`src/hdl/qs_pkg.sv`:
```
package qs_pkg;

   localparam int FRAC_BITS    = 14;
   localparam int WBITS        = 30;
   localparam int CORDIC_STEPS = 30;
   localparam int SQRT_STEPS   = 31;
   localparam int DIV_STEPS    = 61;

   localparam logic [14:0] THR_RESET = 15'd16;
   localparam logic [14:0] T_ONE     = 15'(1 << FRAC_BITS);
   localparam logic signed [33:0] CORDIC_GAIN_INV = 34'sh26DD3B6A;

   localparam logic [31:0] ATAN_TAB [CORDIC_STEPS] = '{
      32'h3243F6A8, 32'h1DAC6705, 32'h0FADBAFC, 32'h07F56EA6, 32'h03FEAB76,
      32'h01FFD55B, 32'h00FFFAAA, 32'h007FFF55, 32'h003FFFEA, 32'h001FFFFD,
      32'h000FFFFF, 32'h0007FFFF, 32'h0003FFFF, 32'h0001FFFF, 32'h0000FFFF,
      32'h00007FFF, 32'h00003FFF, 32'h00001FFF, 32'h00000FFF, 32'h000007FF,
      32'h000003FF, 32'h000001FF, 32'h000000FF, 32'h0000007F, 32'h0000003F,
      32'h0000001F, 32'h0000000F, 32'h00000008, 32'h00000004, 32'h00000002
   };

   // Stage positions in the back-end pipeline.
   localparam int S_B0  = 0;
   localparam int S_B1  = 1;
   localparam int S_B2  = 2;
   localparam int S_SQ0 = 3;
   localparam int S_T   = S_SQ0 + SQRT_STEPS;
   localparam int S_AT0 = S_T + 1;
   localparam int S_H   = S_AT0 + CORDIC_STEPS;
   localparam int S_M   = S_H + 1;
   localparam int S_SN0 = S_M + 1;
   localparam int S_SC  = S_SN0 + CORDIC_STEPS;
   localparam int S_DV0 = S_SC + 1;
   localparam int S_P   = S_DV0 + DIV_STEPS;
   localparam int S_Q   = S_P + 1;
   localparam int N_STAGES = S_Q + 1;

   typedef enum logic [1:0] {
      PATH_KEEP   = 2'd0,
      PATH_LINEAR = 2'd1,
      PATH_SLERP  = 2'd2
   } path_type;

   typedef logic signed [16:0] qc_type;
   typedef logic signed [15:0] comp_type;

   typedef struct packed {
      qc_type   [3:0] q;
      comp_type [3:0] r;
      logic     [14:0] t;
      logic           keep;
      logic     [29:0] c;
   } ctx_type;

   typedef struct packed {
      ctx_type        ctx;
      comp_type [3:0] lin;
      logic           lin_sel;
      logic    [30:0] s;
   } side_type;

   function automatic comp_type sat16(input logic signed [47:0] v);
      comp_type res;
      if (v > 48'sd32767) begin
         res = 16'sh7FFF;
      end else if (v < -48'sd32768) begin
         res = 16'sh8000;
      end else begin
         res = v[15:0];
      end
      return res;
   endfunction

endpackage

```
`src/hdl/qs_front.sv`:
```
module qs_front #(
   parameter int FIFO_DEPTH = 4
) (
   input  logic clock,
   input  logic reset,
   input  logic req_valid,
   output logic req_ready,
   input  logic signed [15:0] req_q_w,
   input  logic signed [15:0] req_q_x,
   input  logic signed [15:0] req_q_y,
   input  logic signed [15:0] req_q_z,
   input  logic signed [15:0] req_r_w,
   input  logic signed [15:0] req_r_x,
   input  logic signed [15:0] req_r_y,
   input  logic signed [15:0] req_r_z,
   input  logic [14:0] req_blend,
   input  logic [$clog2(FIFO_DEPTH+1)-1:0] fifo_count,
   output logic push_valid,
   output qs_pkg::ctx_type push_ctx
);
   import qs_pkg::*;

   localparam int CW = $clog2(FIFO_DEPTH + 3);

   logic f1_valid_ff, f2_valid_ff;
   comp_type [3:0] f1_q_ff, f1_r_ff, f2_q_ff, f2_r_ff;
   logic [14:0] f1_t_ff, f2_t_ff;
   logic signed [31:0] f2_prod_ff [4];
   logic [CW-1:0] occupancy;
   logic signed [33:0] dot, dot_abs;
   logic neg;

   // Items in flight in the front plus those queued must fit in the queue.
   assign occupancy = CW'(fifo_count) + CW'(f1_valid_ff) + CW'(f2_valid_ff);
   assign req_ready = occupancy < CW'(FIFO_DEPTH);

   always_ff @(posedge clock) begin
      if (reset) begin
         f1_valid_ff <= 1'b0;
         f2_valid_ff <= 1'b0;
      end else begin
         f1_valid_ff <= req_valid && req_ready;
         f2_valid_ff <= f1_valid_ff;
      end
   end

   always_ff @(posedge clock) begin
      f1_q_ff <= {req_q_z, req_q_y, req_q_x, req_q_w};
      f1_r_ff <= {req_r_z, req_r_y, req_r_x, req_r_w};
      f1_t_ff <= (req_blend > T_ONE) ? T_ONE : req_blend;
      f2_q_ff <= f1_q_ff;
      f2_r_ff <= f1_r_ff;
      f2_t_ff <= f1_t_ff;
      for (int i = 0; i < 4; i++) begin
         f2_prod_ff[i] <= 32'($signed(f1_q_ff[i])) * 32'($signed(f1_r_ff[i]));
      end
   end

   always_comb begin
      dot = '0;
      for (int i = 0; i < 4; i++) begin
         dot = dot + 34'(f2_prod_ff[i]);
      end
      neg = dot[33];
      dot_abs = neg ? -dot : dot;
      for (int i = 0; i < 4; i++) begin
         push_ctx.q[i] = neg ? -17'($signed(f2_q_ff[i])) : 17'($signed(f2_q_ff[i]));
      end
      push_ctx.r    = f2_r_ff;
      push_ctx.t    = f2_t_ff;
      push_ctx.keep = dot_abs >= (34'sd1 <<< (2 * FRAC_BITS));
      push_ctx.c    = 30'(dot_abs << (WBITS - 2 * FRAC_BITS));
   end

   assign push_valid = f2_valid_ff;

endmodule

```
`config.mk`:
```
export PLATFORM = sky130hd
export DESIGN_NAME = qs_front
export DESIGN_NICKNAME = d
export VERILOG_FILES = /design/src/hdl/qs_pkg.sv /design/src/hdl/qs_front.sv
export SDC_FILE = /design/constraint.sdc
export NUM_CORES = 2
export LEC_CHECK = 0
export BUFFER_PORTS_ARGS = -buffer_cell sky130_fd_sc_hd__buf_2
export CORE_UTILIZATION = 60
export CTS_BUF_LIST = sky130_fd_sc_hd__clkbuf_4
export DETAILED_ROUTE_END_ITERATION = 10
export PLACE_DENSITY = 0.79
export SKIP_CTS_REPAIR_TIMING = 1
export SYNTH_ARGS = -nofsm -noshare
export SYNTH_HDL_FRONTEND = slang
export SYNTH_SLANG_ARGS = --single-unit
```
`constraint.sdc`:
```
create_clock -name clock -period 9.7 [get_ports clock]
set_input_delay 1.455 -clock clock [delete_from_list [all_inputs] [get_ports clock]]
set_output_delay 1.455 -clock clock [all_outputs]
set_load 0.005 [all_outputs]
```
==> results by group <==
Logic synthesis
  • Asr flop ratio synth: 0%
  • Synth unique cells: 94
  • Ranking of synthesized cells by area: fa_1 (42%), dfxtp_1 (16%), inv_1 (10%), ha_1 (8.6%), nand2_1 (4.8%)
  • YS warnings: 0
  • Post-synth EDFFs: 0
  • Synth Register Bits: between 400 and 500
  • Cell count after synthesis: approximately 5600
  • Area share of the largest cell type after synthesis: between 40% and 50%
  • Cell taking the most area after synthesis: fa_1
  • Sequential share of the synthesized area: between 15 and 20%
  • Cell area after synthesis: roughly 53000 µm²
  • Top FF cell, synth: dfxtp_1
  • Count leader, synth: inv_1
  • Commonest cells in the synthesized netlist: inv_1 (1414), fa_1 (1113), nand2_1 (675)
  • Mean Syn Cell Area: around 9.5 µm²

Floorplanning
  • Die Wd: 300 µm
  • Area of the core: about 87000 µm²
  • I/O Pins: ~330
  • Initial Utilization: around 60%
  • Row count: between 100 and 150
  • Die height: 300 µm
  • Die area: 89900 µm²

Routing
  • Detailed Route WL: roughly 130000 µm
  • DR pass1 iterations: 7
  • Max layer used: met5
  • Number of DRC markers in iteration 0: approximately 2600
  • Routed Antenna Nets: 0
  • WL met3: 9980 µm
  • Vias: 38200
  • Met2 routed WL: approximately 62000 µm
  • DR DRC count: 0
  • Wire length per cell: roughly 18 µm
  • Post-route met1 wirelength: roughly 52000 µm
  • Via density: about 5.4

GRT
  • GRT Total Usage: roughly 30%
  • Largest net degree at the start of global routing: 36
  • First-pass GRT wire length: 213000 µm
  • Initial antenna violation count: 5
  • Grt total ovfl: 0
  • Vias in the first global route: 41300

Critical path
  • Startpoint Class: flip-flop
  • Worst Path Arrival: between 6000 and 7000 ps
  • WS Path Type: reg2out
  • Crit path required time: about 8300 ps
  • CP Max Fanout: 5
  • R2R Path End: f2_prod_ff[0][31]$_DFF_P_
  • Worst reg2reg path depth: 24
  • Critical path endpoint category: primary output
  • Critical R2R Launch: f1_r_ff[7]$_DFF_P_
  • Setup slack, reg-to-reg: about 2400 ps

Clocking
  • CTS root buffer: clkbuf_4
  • Worst-Skew Late Latency: 1070 ps
  • H-tree depth: 3
  • Num CTS Buffers: 110
  • Clock slew at reported path FFs: about 70 ps
  • Clk sinks: around 420
  • Maximum root-to-sink buffer count: 3
  • CTS tree: built

Min path
  • Hold EP: f2_t_ff[5]$_DFF_P_
  • HP Start: f1_t_ff[5]$_SDFF_PN0_
  • Worst hold stages: 0
  • Hold Path Class: reg2reg

Timing
  • Part of the cycle the worst path needs: about 85%
  • Fin. Hold Viols: 0
  • Slew @ Worst Pin: between 1000 and 1500 ps
  • Slew Viols, Final: 0
  • Final setup margin: roughly 1500 ps
  • Setup Viol. Count Final: 0
  • TNS Setup: 0 ps
  • Hold WS: 317 ps
  • Max Clock Skew: roughly 150 ps
  • Tmin final: approximately 8200 ps
  • Peak Freq: 121 MHz
  • RSZ-0062 raised after global routing: no
  • Slew headroom: roughly a quarter

Placed design
  • DP HPWL: 104000 µm
  • RD Place Congestion: about 0.94
  • Area after DPL: 55700 µm²
  • IO buf count: approximately 330
  • DP Worst Slack: around 2400 ps

Layout
  • Final Instance Area: between 50000 and 60000 µm²
  • Fill count: approximately 7100
  • Ratio of cells with drive above 1 in the final layout: about a tenth
  • P&R area growth vs syn: 7.62%
  • Nets: around 7500

Run
  • Max-cap viol count: 0

Status
  • Status: complete, no violations
## flip-flops by register name, summed over array words and instances (netlist names)
signal       cells
f1_q_ff         64
f1_r_ff         64
f1_t_ff         15
f1_valid_ff      1
f2_prod_ff     128
f2_q_ff         64
f2_t_ff         15
push_ctx        64
push_valid       1
## logic make-up after synthesis
group | after synthesis | synth area share [%]
AND/OR/NAND/NOR | 1420 | 12.9
buffers and inverters | 1577 | 11.3
XOR/XNOR | 254 | 4.18
other | 1 | 0.00705
AO/OA/AOI/OAI | 425 | 5.46
flip-flops | 416 | 15.7
adder cells (fa/ha/maj) | 1480 | 50.5
## cell type report
class | instances | area, µm² | area share (%)
Multi-Input combinational cell | 3581 | 38900 | 67.9
Clock inverter | 43 | 347 | 0.605
Antenna cell | 5 | 12.5 | 0.0219
Timing Repair Buffer | 343 | 1760 | 3.07
Inverter | 1417 | 5320 | 9.29
Tap cell | 1155 | 1450 | 2.52
Sequential cell | 416 | 8330 | 14.5
Clock buffer | 154 | 1160 | 2.02
## per-stage QoR
step / utilization, % / cells
after floorplan: - / 5574
after global placement: 63.9 / 6912
after detailed placement: 63.9 / 6912
after CTS: 65.6 / 7109
after global routing: 65.6 / 7113
final: 65.6 / 7114
## layout by cell type (no fill, tap or decap), types with 69 or more instances in the layout
cell type and n:
inv_1 1414, fa_1 1113, nand2_1 675, dfxtp_1 416, and2_1 373, ha_1 367
buf_2 326, xnor2_1 195, clkbuf_4 154, nor2_1 138, a21oi_1 122, o21ai_0 69
## routing by layer
metal	track usage, %	vias up
li1	-	17100
met1	40.6	19300
met2	49.6	1556
met3	5.14	302
met4	10.6	2
met5	0	-
## worst max path at each step
stage	start	end	slack (ps)	cells after the start
3_5_place_dp	f1_q_ff[13]$_DFF_P_	f2_prod_ff[0][31]$_DFF_P_	2440	24
6_report	f2_prod_ff[0][1]$_DFF_P_	push_ctx[30]	1460	18
4_1_cts	f2_prod_ff[0][1]$_DFF_P_	push_ctx[30]	1410	21
3_3_place_gp	f1_q_ff[25]$_DFF_P_	f2_prod_ff[1][31]$_DFF_P_	2610	21
5_1_grt	f2_prod_ff[0][1]$_DFF_P_	push_ctx[30]	1090	21
2_1_floorplan	f1_q_ff[26]$_DFF_P_	f2_prod_ff[1][30]$_DFF_P_	3090	23
## worst max-delay path, cell delays in order, from the launching register on
cell and delay [ps]:
dfxtp_1 310, inv_1 50, fa_1 500, inv_1 50, fa_1 470, ha_1 210
inv_1 80, fa_1 460, xor2_1 440, nand3_1 200, nor4_1 800, nand3_1 590
nor4b_2 590, nand4b_1 220, nor2_1 170, and3_1 170, o21ai_1 60, a22o_1 200
buf_2 130
Power is left out: the tool's default activity adds up to more than one toggle a clock period on the data nets, which glitch-free logic cannot reach.
