### src/hdl/qs_pkg.sv
package qs_pkg;

   localparam int FRAC_BITS    = 14;
   localparam int WBITS        = 30;
   localparam int CORDIC_STEPS = 30;
   localparam int SQRT_STEPS   = 31;
   localparam int DIV_STEPS    = 61;

   localparam logic [14:0] THR_RESET = 15'd16;
   localparam logic [14:0] T_ONE     = 15'(1 << FRAC_BITS);
   localparam logic signed [33:0] CORDIC_GAIN_INV = 34'sh26DD3B6A;

   localparam logic [31:0] ATAN_TAB [CORDIC_STEPS] = '{
      32'h3243F6A8, 32'h1DAC6705, 32'h0FADBAFC, 32'h07F56EA6, 32'h03FEAB76,
      32'h01FFD55B, 32'h00FFFAAA, 32'h007FFF55, 32'h003FFFEA, 32'h001FFFFD,
      32'h000FFFFF, 32'h0007FFFF, 32'h0003FFFF, 32'h0001FFFF, 32'h0000FFFF,
      32'h00007FFF, 32'h00003FFF, 32'h00001FFF, 32'h00000FFF, 32'h000007FF,
      32'h000003FF, 32'h000001FF, 32'h000000FF, 32'h0000007F, 32'h0000003F,
      32'h0000001F, 32'h0000000F, 32'h00000008, 32'h00000004, 32'h00000002
   };

   // Stage positions in the back-end pipeline.
   localparam int S_B0  = 0;
   localparam int S_B1  = 1;
   localparam int S_B2  = 2;
   localparam int S_SQ0 = 3;
   localparam int S_T   = S_SQ0 + SQRT_STEPS;
   localparam int S_AT0 = S_T + 1;
   localparam int S_H   = S_AT0 + CORDIC_STEPS;
   localparam int S_M   = S_H + 1;
   localparam int S_SN0 = S_M + 1;
   localparam int S_SC  = S_SN0 + CORDIC_STEPS;
   localparam int S_DV0 = S_SC + 1;
   localparam int S_P   = S_DV0 + DIV_STEPS;
   localparam int S_Q   = S_P + 1;
   localparam int N_STAGES = S_Q + 1;

   typedef enum logic [1:0] {
      PATH_KEEP   = 2'd0,
      PATH_LINEAR = 2'd1,
      PATH_SLERP  = 2'd2
   } path_type;

   typedef logic signed [16:0] qc_type;
   typedef logic signed [15:0] comp_type;

   typedef struct packed {
      qc_type   [3:0] q;
      comp_type [3:0] r;
      logic     [14:0] t;
      logic           keep;
      logic     [29:0] c;
   } ctx_type;

   typedef struct packed {
      ctx_type        ctx;
      comp_type [3:0] lin;
      logic           lin_sel;
      logic    [30:0] s;
   } side_type;

   function automatic comp_type sat16(input logic signed [47:0] v);
      comp_type res;
      if (v > 48'sd32767) begin
         res = 16'sh7FFF;
      end else if (v < -48'sd32768) begin
         res = 16'sh8000;
      end else begin
         res = v[15:0];
      end
      return res;
   endfunction

endpackage

### src/hdl/qs_fifo.sv
module qs_fifo #(
   parameter int DEPTH = 4
) (
   input  logic clock,
   input  logic reset,
   input  logic push_valid,
   input  qs_pkg::ctx_type push_ctx,
   input  logic pop,
   output logic head_valid,
   output qs_pkg::ctx_type head_ctx,
   output logic [$clog2(DEPTH+1)-1:0] count
);
   import qs_pkg::*;

   localparam int AW = (DEPTH > 1) ? $clog2(DEPTH) : 1;
   localparam int CW = $clog2(DEPTH + 1);

   ctx_type entry_ff [DEPTH];
   logic [AW-1:0] wr_ptr_ff, rd_ptr_ff, wr_ptr_in, rd_ptr_in;
   logic [CW-1:0] count_ff, count_in;
   logic do_pop;

   assign do_pop = pop && (count_ff != '0);

   always_comb begin
      wr_ptr_in = wr_ptr_ff;
      rd_ptr_in = rd_ptr_ff;
      if (push_valid) begin
         wr_ptr_in = (wr_ptr_ff == AW'(DEPTH - 1)) ? '0 : wr_ptr_ff + 1'b1;
      end
      if (do_pop) begin
         rd_ptr_in = (rd_ptr_ff == AW'(DEPTH - 1)) ? '0 : rd_ptr_ff + 1'b1;
      end
      count_in = count_ff + CW'(push_valid) - CW'(do_pop);
   end

   always_ff @(posedge clock) begin
      if (reset) begin
         wr_ptr_ff <= '0;
         rd_ptr_ff <= '0;
         count_ff  <= '0;
      end else begin
         wr_ptr_ff <= wr_ptr_in;
         rd_ptr_ff <= rd_ptr_in;
         count_ff  <= count_in;
      end
   end

   always_ff @(posedge clock) begin
      if (push_valid) begin
         entry_ff[wr_ptr_ff] <= push_ctx;
      end
   end

   assign head_valid = count_ff != '0;
   assign head_ctx   = entry_ff[rd_ptr_ff];
   assign count      = count_ff;

endmodule

### config.mk
export PLATFORM = sky130hd
export DESIGN_NAME = qs_fifo
export DESIGN_NICKNAME = d
export VERILOG_FILES = /design/src/hdl/qs_pkg.sv /design/src/hdl/qs_fifo.sv
export SDC_FILE = /design/constraint.sdc
export NUM_CORES = 1
export LEC_CHECK = 0
export BUFFER_PORTS_ARGS = -buffer_cell sky130_fd_sc_hd__clkbuf_2
export CAP_MARGIN = 20
export CORE_MARGIN = 10
export CORE_UTILIZATION = 53
export CTS_CLUSTER_DIAMETER = 150
export DETAILED_ROUTE_END_ITERATION = 10
export HOLD_SLACK_MARGIN = 0.06
export PLACE_DENSITY = 0.71
export SYNTH_ARGS = -nofsm -noshare
export SYNTH_HDL_FRONTEND = slang
export SYNTH_SLANG_ARGS = --single-unit
export TNS_END_PERCENT = 20
### constraint.sdc
create_clock -name clock -period 13.92 [get_ports clock]
set_input_delay 4.176 -clock clock [delete_from_list [all_inputs] [get_ports clock]]
set_output_delay 4.176 -clock clock [all_outputs]
set_load 0.01 [all_outputs]
==> flow_metrics.env, run 1 <==
export IMPL_synth_most_common_cell="edfxtp_1"
export IMPL_rsz0062_at_grt="no"
export IMPL_slowest_delay_ns=0.66
export IMPL_crit_path_end_kind="primary output"
export IMPL_fin_crit_ns=7.267
export IMPL_async_reset_ff_frac=0
export IMPL_crit_chain="buf_12 -> mux4_2 -> clkbuf_2"
export IMPL_synth_top_family_by_area="multiplexers"
export IMPL_synthCells=974
export IMPL_synth_seq_cells=721
export IMPL_drive_gt1_frac=0.4625
export IMPL_nNetsFinal=1573
export IMPL_ys_types=21
export IMPL_cts_buffers=72
export IMPL_hold_slack_ns=0.5026
export IMPL_yosysSeqAreaShare=0.8248
export IMPL_setup_viol=0
export IMPL_grt_pass1_vias=12330
export IMPL_grt_max_degree=125
export IMPL_power_total_mw=5.298
export IMPL_power_density_nw_per_um2=171.1
export IMPL_hold_viol_final=0
export IMPL_drtIter0Drc=861
export IMPL_reg2reg_depth=3
export IMPL_overflow=0
export IMPL_ys_warn_count=0
export IMPL_port_buffers=363
export IMPL_hold_class="reg -> reg"
export IMPL_yosysTopAreaCell="edfxtp_1"
export IMPL_synth_area_per_cell_sq_um=26.84
export IMPL_post_drt_wl_per_cell_microns=24.52
export IMPL_drcViolationCount=0
export IMPL_synth_edf_count=712
export IMPL_synthAdderAreaFrac=0.004116
export IMPL_fin_area_sq_um=30960
export IMPL_final_cells=2110
export IMPL_num_vias=11700
export IMPL_post_cts_repair_setup_buffers=0
export IMPL_synth_compound_gate_area_share=0.0005265
export IMPL_worst_slew_pin_slew_ns=1.260
export IMPL_dpl_hpwl_microns=31510
export IMPL_max_slew_margin=0.1603
export IMPL_synth_area_leaders="edfxtp_1 (82%), mux4_2 (15%), dfxtp_1 (0.69%)"
export IMPL_peakVddDrop_mv=0.1278
export IMPL_hp_start="rd_ptr_ff[1]$_SDFFE_PP0N_"
export IMPL_path_clk_slew_ns=0.05
export IMPL_synth_flop_cell="edfxtp_1"
export IMPL_firstDrtPassIters=5
export IMPL_initial_core_util=0.5351
export IMPL_cts_resized_gates=0
export IMPL_max_freq_mhz=137.6
export IMPL_p_leak_nw=10.43
export IMPL_cts_root_buf="clkbuf_16"
export IMPL_max_cap_viol_count=0
export IMPL_gp_congestion=0.7515
export IMPL_crit_type="reg -> out"
export IMPL_worstPathArrival_ns=3.09
export IMPL_die_w_microns=242.1
export IMPL_whs_path_depth=2
export IMPL_skew_ns=0.01605
export IMPL_pin_count=364
export IMPL_worstReg2RegStart="wr_ptr_ff[0]$_SDFFE_PP0P_"
export IMPL_clk_latency_ns=0.61
export IMPL_synth_top_cell_area_share=0.8179
export IMPL_antenna_found_initial=10
export IMPL_cpMaxStageDelayCell="mux4_2"
export IMPL_clock_sinks=721
export IMPL_hold_buffers=0
export IMPL_cts_max_level=3
export IMPL_die_area_sq_um=58610
export IMPL_core_rowCount=81
export IMPL_crit_path_max_fanout=124
export IMPL_cts_tree="done"
export IMPL_outcome="finished clean"
export IMPL_max_clock_path_buffers=3
export IMPL_reg2reg_slack_ns=11.23
export IMPL_synth_commonest_cells="edfxtp_1 (712), mux4_2 (178), buf_2 (19)"
export IMPL_synthToLayoutAreaGrowth_pct=18.43
export IMPL_syn_nets=1164
export IMPL_fin_setup_tns_ns=0
export IMPL_synth_xor_area_frac=0.0008615
export IMPL_critPathLaunchType="flip-flop"
export IMPL_synth_mux_area_frac=0.1545
export IMPL_die_h_microns=242.1
export IMPL_drt_wl_total_microns=51750
export IMPL_grt_usage=0.1777
export IMPL_slew_viol_final=0
export IMPL_finalCritPeriodShare=0.5220
export IMPL_dpl_cell_count=1972
export IMPL_syn_area_sq_um=26140
export IMPL_synthSimpleGateAreaFrac=0.003350
export IMPL_routed_via_density=5.545
export IMPL_crit_required_ns=9.74
export IMPL_fp_coreArea_sq_um=48850
export IMPL_place_area_sq_um=28620
export IMPL_antenna_left=0
export IMPL_grt_pass1_wl_microns=78700
[placed cells by master (no fill, tap or decap)]
cell        count
bufinv_16       4
mux4_2        178
mux2_2          1
buf_4          11
inv_6           3
o31a_1          1
inv_1           5
clkinvlp_4      1
buf_16          1
dfxtp_4         2
and2_4          4
buf_12          1
dfxtp_1         7
or3b_2          1
nand2b_1        3
edfxtp_1      712
or3_1           1
nor2b_1         2
clkbuf_16      77
clkinv_4        1
clkinv_2       16
clkbuf_2      363
clkinv_1       10
a21oi_1         1
mux2i_1         2
clkbuf_8        2
xnor3_1         1
nor3_1          1
diode_2         6
fa_1            1
clkbuf_1       17
nor2_1          3
ha_1            7
[layer usage]
layer	GRT usage	wire [microns]
met4	0.06418	1186
met2	0.2760	25570
met3	0.05489	3990
met5	0	64
met1	0.2358	20940
[power by group]
group	leakage, nW	internal (mW)	switching, mW	total, mW
Combinational	2.68	0.436	0.473	0.909
Sequential	6.62	2.48	0.0451	2.53
Clock	1.14	1.10	0.763	1.86
[critical path: cells and delay by family, from the launching register on]
kind	cells	cell delay (ns)
buffers and inverters	2	0.76
muxes	1	0.66
DFF	1	0.64
[flip-flops by register name (all words and copies together), names as in the netlist, named ones only]
| register | flops |
|---|---|
| count | 3 |
| wr_ptr_ff | 2 |
| entry_ff | 712 |
| rd_ptr_ff | 2 |
[metrics by stage]
stage / utilization / worst slack, ns
after floorplan: - / 5.138
after global placement: 0.5859 / 7.228
after detailed placement: 0.5859 / 7.249
after CTS: 0.6329 / 6.576
after global routing: 0.6337 / 6.424
final: 0.6338 / 6.653
[cell type report]
type                            instances  area [sq um]
Antenna cell                            6         15.01
Clock buffer                           96          2018
Tap cell                              664         830.8
Timing Repair Buffer                  376          1947
Multi-Input combinational cell        207          4282
Fill cell                            3267         17890
Inverter                                5         18.77
Clock inverter                         35         280.3
Sequential cell                       721         21570
[path summary, 6_finish.rpt]
check | endpoint
max | head_ctx[32]
min | flip-flop
max reg2reg | entry_ff[3][6]$_DFFE_PP_
min reg2reg | flip-flop
[logic make-up after synthesis]
group                      Yosys count
muxes                              181
AOI/OAI and AO/OA                    2
buffers and inverters               46
adders and majority gates            8
DFF                                721
and+or+nand+nor                     15
xor gates and xnor gates             1
No activity file was read; power rests on OpenSTA's default activity.
==> inputs of run 2 (changes only) <==
ABC_AREA = 1   (was unset)
PLACE_DENSITY = 0.7   (was 0.71)
clock period = 7.51 ns   (was 13.92 ns; I/O delays follow)
==> run 2 against run 1 <==
Net effect:
- combinational power rose to 2.9 times the previous value
- via count up 37%
- setup slack worse by 4.6 ns
- critical path depth is 1 higher
- highest routed layer unchanged
==> flow_metrics.env, run 2 <==
export IMPL_power_density_nw_per_um2=345.4
export IMPL_max_freq_mhz=184.3
export IMPL_antenna_left=0
export IMPL_grt_max_degree=183
export IMPL_max_cap_viol_count=0
export IMPL_yosysTopAreaCell="edfxtp_1"
export IMPL_rsz0062_at_grt="no"
export IMPL_routed_via_density=5.622
export IMPL_fillers=3660
export IMPL_max_clock_path_buffers=3
export IMPL_crit_end="head_ctx[91]"
export IMPL_dpl_hpwl_microns=35150
export IMPL_grt_usage=0.1994
export IMPL_crit_path_max_fanout=107
export IMPL_pin_count=364
export IMPL_reg2reg_slack_ns=5.04
export IMPL_final_cells=2850
export IMPL_cts_root_buf="clkbuf_16"
export IMPL_outcome="finished clean"
export IMPL_fin_setup_tns_ns=0
export IMPL_crit_path_end_kind="primary output"
export IMPL_final_cell_mix="edfxtp_1 (712), nor2_1 (364), clkbuf_2 (363)"
export IMPL_syn_nets=1972
export IMPL_peakVddDrop_mv=0.2486
export IMPL_drcViolationCount=0
export IMPL_synth_edf_count=712
export IMPL_slew_viol_final=0
export IMPL_grt_pass1_wl_microns=92390
export IMPL_die_w_microns=244.2
export IMPL_initial_core_util=0.5331
export IMPL_num_vias=16020
export IMPL_cts_tree="done"
export IMPL_firstDrtPassIters=5
export IMPL_synth_area_leaders="edfxtp_1 (80%), nor2_1 (5.1%), o22ai_1 (4.2%)"
export IMPL_clk_latency_ns=0.60
export IMPL_drt_wl_total_microns=61350
export IMPL_cts_buffers=72
export IMPL_fin_crit_ns=5.425
export IMPL_synth_flop_cell="edfxtp_1"
export IMPL_worst_slew_pin_slew_ns=1.068
export IMPL_worstReg2RegStart="wr_ptr_ff[0]$_SDFFE_PP0P_"
export IMPL_hold_class="reg -> reg"
export IMPL_largest_reg_flops=712
export IMPL_max_slew_margin=0.2883
export IMPL_overflow=0
export IMPL_synth_commonest_cells="edfxtp_1 (712), nor2_1 (364), o21ai_0 (190)"
export IMPL_cts_max_level=3
export IMPL_ys_warn_count=0
export IMPL_grt_pass1_vias=15640
export IMPL_nNetsFinal=2306
export IMPL_ys_types=21
export IMPL_reg2reg_depth=5
export IMPL_cts_resized_gates=0
export IMPL_core_rowCount=82
export IMPL_dpl_cell_count=2714
export IMPL_layout_commonest_cell="edfxtp_1"
export IMPL_critPathLaunchType="flip-flop"
export IMPL_syn_area_sq_um=26630
export IMPL_worstPathArrival_ns=3.17
export IMPL_fp_coreArea_sq_um=49970
export IMPL_power_total_mw=10.78
export IMPL_skew_ns=0.02138
export IMPL_setup_viol=0
export IMPL_clock_sinks=721
export IMPL_finalCritPeriodShare=0.7223
export IMPL_crit_type="reg -> out"
export IMPL_synth_seq_cells=721
export IMPL_hold_buffers=0
export IMPL_post_drt_wl_per_cell_microns=21.52
export IMPL_path_clk_slew_ns=0.06
export IMPL_hold_slack_ns=0.5398
export IMPL_port_buffers=363
export IMPL_post_cts_repair_setup_buffers=0
export IMPL_synth_top_cell_area_share=0.8027
export IMPL_gp_congestion=0.7795
export IMPL_hold_viol_final=0
export IMPL_die_area_sq_um=59620
export IMPL_synthToLayoutAreaGrowth_pct=17.19
export IMPL_synth_area_per_cell_sq_um=14.95
export IMPL_die_h_microns=244.2
export IMPL_drtIter0Drc=1236
export IMPL_p_leak_nw=10.92
export IMPL_regMostFlops="entry_ff"
export IMPL_reg2reg_to="entry_ff[2][21]$_DFFE_PP_"
export IMPL_crit_required_ns=5.26
export IMPL_async_reset_ff_frac=0
export IMPL_synthCells=1782
export IMPL_antenna_found_initial=10
export IMPL_drive_gt1_frac=0.2215
export IMPL_synth_most_common_cell="edfxtp_1"
export IMPL_yosysSeqAreaShare=0.8095
run 2: cell types whose count changed after synthesis, moves of 4 or more:
| cell | previous run | this run |
|---|---|---|
| o21ai_0 | 0 | 190 |
| o22ai_1 | 0 | 178 |
| buf_4 | 0 | 9 |
| and2_1 | 4 | 0 |
| nor2_1 | 3 | 364 |
| mux4_2 | 178 | 0 |
| nand2_1 | 0 | 10 |
| o21ai_1 | 0 | 166 |
| clkbuf_1 | 7 | 54 |
| buf_6 | 15 | 0 |
| inv_1 | 5 | 15 |
| buf_2 | 19 | 54 |
run 2: kinds of logic after synthesis:
group                      after synthesis  synth area share
AOI/OAI and AO/OA                      539            0.1097
DFF                                    721            0.8095
adders and majority gates                8          0.004040
xor gates and xnor gates                 1         0.0003289
buffers and inverters                  135           0.02292
and+or+nand+nor                        378           0.05346
run 2: worst max-delay path, cell delays in order (launching register included):
cell and delay [ns]:
dfxtp_4 0.81, buf_4 0.92, o21ai_0 0.24, o22ai_1 0.28
clkbuf_2 0.18
run 2: how the worst min path moves through the flow:
stage                              start   endpoint  cells after the start  slack [ns]
3_3_place_gp   rd_ptr_ff[1]$_SDFFE_PP0N_  flip-flop                      2        0.50
2_1_floorplan  rd_ptr_ff[1]$_SDFFE_PP0N_  flip-flop                      2        0.48
5_1_grt        rd_ptr_ff[1]$_SDFFE_PP0N_  flip-flop                      2        0.59
3_5_place_dp   rd_ptr_ff[0]$_SDFFE_PP0N_  flip-flop                      2        0.54
4_1_cts        rd_ptr_ff[0]$_SDFFE_PP0N_  flip-flop                      2        0.54
6_report       rd_ptr_ff[0]$_SDFFE_PP0N_  flip-flop                      2        0.54
run 2: layout make-up:
type / count / area (sq um) / share of cell area
inverters: 17 / 93.84 / 0.003006
well taps: 672 / 840.8 / 0.02694
clock buffers: 88 / 1883 / 0.06033
diodes: 6 / 15.01 / 0.0004810
clock inverters: 42 / 331.6 / 0.01062
multi-input cells: 926 / 4463 / 0.1430
flip-flops and latches: 721 / 21570 / 0.6910
repair buffers: 378 / 2017 / 0.06462
run 2: per-layer routing:
layer  share of wire  routed length, microns  up-vias  global-route usage
met5          0.0012                      71        -                   0
met4           0.021                    1280       10             0.07160
met3           0.075                    4605       82             0.05723
met2            0.51                   31080      475              0.3248
met1            0.40                   24310     7988              0.2526
li1                -                       -     7469                   -
run 2: report_power, final:
part | switching [mW] | internal [mW] | total (mW)
clock network | 1.43 | 1.96 | 3.39
logic | 1.81 | 0.850 | 2.66
registers | 0.0929 | 4.64 | 4.73
run 2: metrics by stage:
stage | instance area, sq um | utilization | setup slack (ns)
floorplan | 26630 | - | 0.9738
detailed placement | 28980 | 0.5801 | 2.716
global route | 31210 | 0.6246 | 1.833
finish | 31210 | 0.6247 | 2.085
CTS | 31200 | 0.6244 | 2.061
global placement | 28980 | 0.5801 | 2.794
==> inputs of run 3 (changes only) <==
CORE_UTILIZATION = 52   (was 53)
PLACE_DENSITY = 0.72   (was 0.7)
clock period = 4.7 ns   (was 7.51 ns; I/O delays follow)
==> run 3 against run 2 <==
Net effect:
- setup slack got worse by 1.3 ns
- core utilization increased by 0.66 points
- sequential share of layout area fell by 1.3 points
- combinational power up 65%
- non-clock buffer count is 40 higher
- clock power up 69%
- die area grew 1.8%
- critical path type unchanged
- highest routed layer unchanged
==> flow_metrics.env, run 3 (synthesized netlist as in run 2, its figures left out) <==
export IMPL_crit_chain="inv_8 -> buf_12 -> nor2_1 -> o22ai_1 -> clkbuf_2"
export IMPL_cts_resized_gates=0
export IMPL_max_slew_margin=0.3920
export IMPL_setup_viol=0
export IMPL_crit_required_ns=3.29
export IMPL_gp_congestion=0.7990
export IMPL_skew_ns=0.01318
export IMPL_crit_type="reg -> out"
export IMPL_firstDrtPassIters=5
export IMPL_hold_viol_final=0
export IMPL_initial_core_util=0.5287
export IMPL_fillers=3604
export IMPL_port_buffers=363
export IMPL_final_cell_mix="edfxtp_1 (712), nor2_1 (364), clkbuf_2 (363)"
export IMPL_cts_buffers=72
export IMPL_antenna_left=0
export IMPL_die_area_sq_um=60670
export IMPL_layout_commonest_cell="edfxtp_1"
export IMPL_max_freq_mhz=252.8
export IMPL_cp_top_family="buffers and inverters"
export IMPL_post_cts_repair_setup_buffers=0
export IMPL_fin_area_sq_um=31800
export IMPL_cts_max_level=3
export IMPL_cpMaxStageDelayCell="inv_8"
export IMPL_pin_count=364
export IMPL_routed_via_density=5.651
export IMPL_core_rowCount=82
export IMPL_dpl_cell_count=2754
export IMPL_power_density_nw_per_um2=554.3
export IMPL_regMostFlops="entry_ff"
export IMPL_synthToLayoutAreaGrowth_pct=19.40
export IMPL_crit_path_end_kind="primary output"
export IMPL_die_h_microns=246.3
export IMPL_antenna_found_initial=13
export IMPL_drtIter0Drc=1407
export IMPL_drt_wl_total_microns=62370
export IMPL_drcViolationCount=0
export IMPL_worst_slew_pin_slew_ns=0.9101
export IMPL_post_drt_wl_per_cell_microns=21.55
export IMPL_slowest_delay_ns=0.47
export IMPL_setup_ws_ns=0.7439
export IMPL_clk_latency_ns=0.59
export IMPL_cts_tree="done"
export IMPL_num_vias=16360
export IMPL_die_w_microns=246.3
export IMPL_p_leak_nw=11.21
export IMPL_peakVddDrop_mv=0.5230
export IMPL_overflow=0
export IMPL_largest_reg_flops=712
export IMPL_max_cap_viol_count=0
export IMPL_grt_max_degree=153
export IMPL_grt_pass1_wl_microns=93430
export IMPL_clock_sinks=721
export IMPL_fin_setup_tns_ns=0
export IMPL_finalCritPeriodShare=0.8417
export IMPL_dpl_worst_slack_ns=1.371
export IMPL_place_area_sq_um=29390
export IMPL_nNetsFinal=2346
export IMPL_fin_util=0.6313
export IMPL_rsz0062_at_grt="no"
export IMPL_crit_path_max_fanout=104
export IMPL_grt_pass1_vias=15770
export IMPL_max_clock_path_buffers=3
export IMPL_fp_coreArea_sq_um=50380
export IMPL_hold_class="reg -> reg"
export IMPL_grt_usage=0.1999
export IMPL_reg2reg_slack_ns=2.40
export IMPL_dpl_hpwl_microns=38200
export IMPL_critPathLaunchType="flip-flop"
export IMPL_final_cells=2894
export IMPL_path_clk_slew_ns=0.06
export IMPL_cts_root_buf="clkbuf_16"
export IMPL_drive_gt1_frac=0.2399
export IMPL_worstPathArrival_ns=2.55
export IMPL_crit_buf_inv=3
export IMPL_hold_buffers=0
export IMPL_outcome="finished clean"
export IMPL_fin_crit_ns=3.956
export IMPL_slew_viol_final=0
-- run 3: cell types whose count changed in the layout (fill, tap and decap cells not counted) --
cell and change:
clkinvlp_4 +6, nand2_2 +1, clkbuf_1 -4, buf_4 +31, buf_12 +9, inv_6 -6
bufinv_16 +5, clkinv_1 -7, diode_2 +7, nand2_1 -1, clkbuf_16 +2, clkinv_2 +1
-- run 3: area by class of cell --
type / count / area, sq um / share of cell area
inverter: 17 / 88.84 / 0.002793
clock inverter: 41 / 457.9 / 0.01440
sequential: 721 / 21570 / 0.6782
tap: 672 / 840.8 / 0.02644
antenna: 13 / 32.53 / 0.001023
timing repair buffer: 418 / 2430 / 0.07641
multi-input combinational: 926 / 4466 / 0.1404
clock buffer: 86 / 1918 / 0.06031
-- run 3: routing by layer --
layer | wire (microns) | track usage | up-vias
li1 | - | - | 7546
met1 | 24250 | 0.2493 | 8140
met2 | 31820 | 0.3319 | 558
met3 | 4179 | 0.04242 | 105
met4 | 2084 | 0.09093 | 6
met5 | 36 | 0 | -
-- run 3: worst reg2reg max path: stages (launching register included) --
cell        delay (ns)
dfxtp_1           0.35
inv_1             0.08
ha_1              0.18
nand2_1           0.11
clkinvlp_4        0.73
buf_12            0.53
-- run 3: final timing paths --
| check | startpoint | endpoint | depth (start not counted) |
|---|---|---|---|
| hold / removal | rd_ptr_ff[0]$_SDFFE_PP0N_ | flip-flop | 2 |
| setup / recovery | flip-flop | head_ctx[159] | 5 |
| hold reg to reg | rd_ptr_ff[0]$_SDFFE_PP0N_ | flip-flop | 2 |
| setup reg to reg | wr_ptr_ff[1]$_SDFFE_PP0P_ | entry_ff[1][137]$_DFFE_PP_ | 5 |
-- run 3: stage by stage --
step	power [mW]	hold WS, ns
2_1_floorplan	10.18	0.4827
3_3_place_gp	11.99	0.5233
3_5_place_dp	12.10	0.5423
4_1_cts	17.82	0.5495
5_1_grt	18.42	0.6086
6_report	17.63	0.5506
-- run 3: where the power goes --
group	internal [mW]	switching, mW	total [mW]
Sequential	7.41	0.0990	7.51
Clock	3.46	2.26	5.72
Combinational	1.44	2.97	4.40
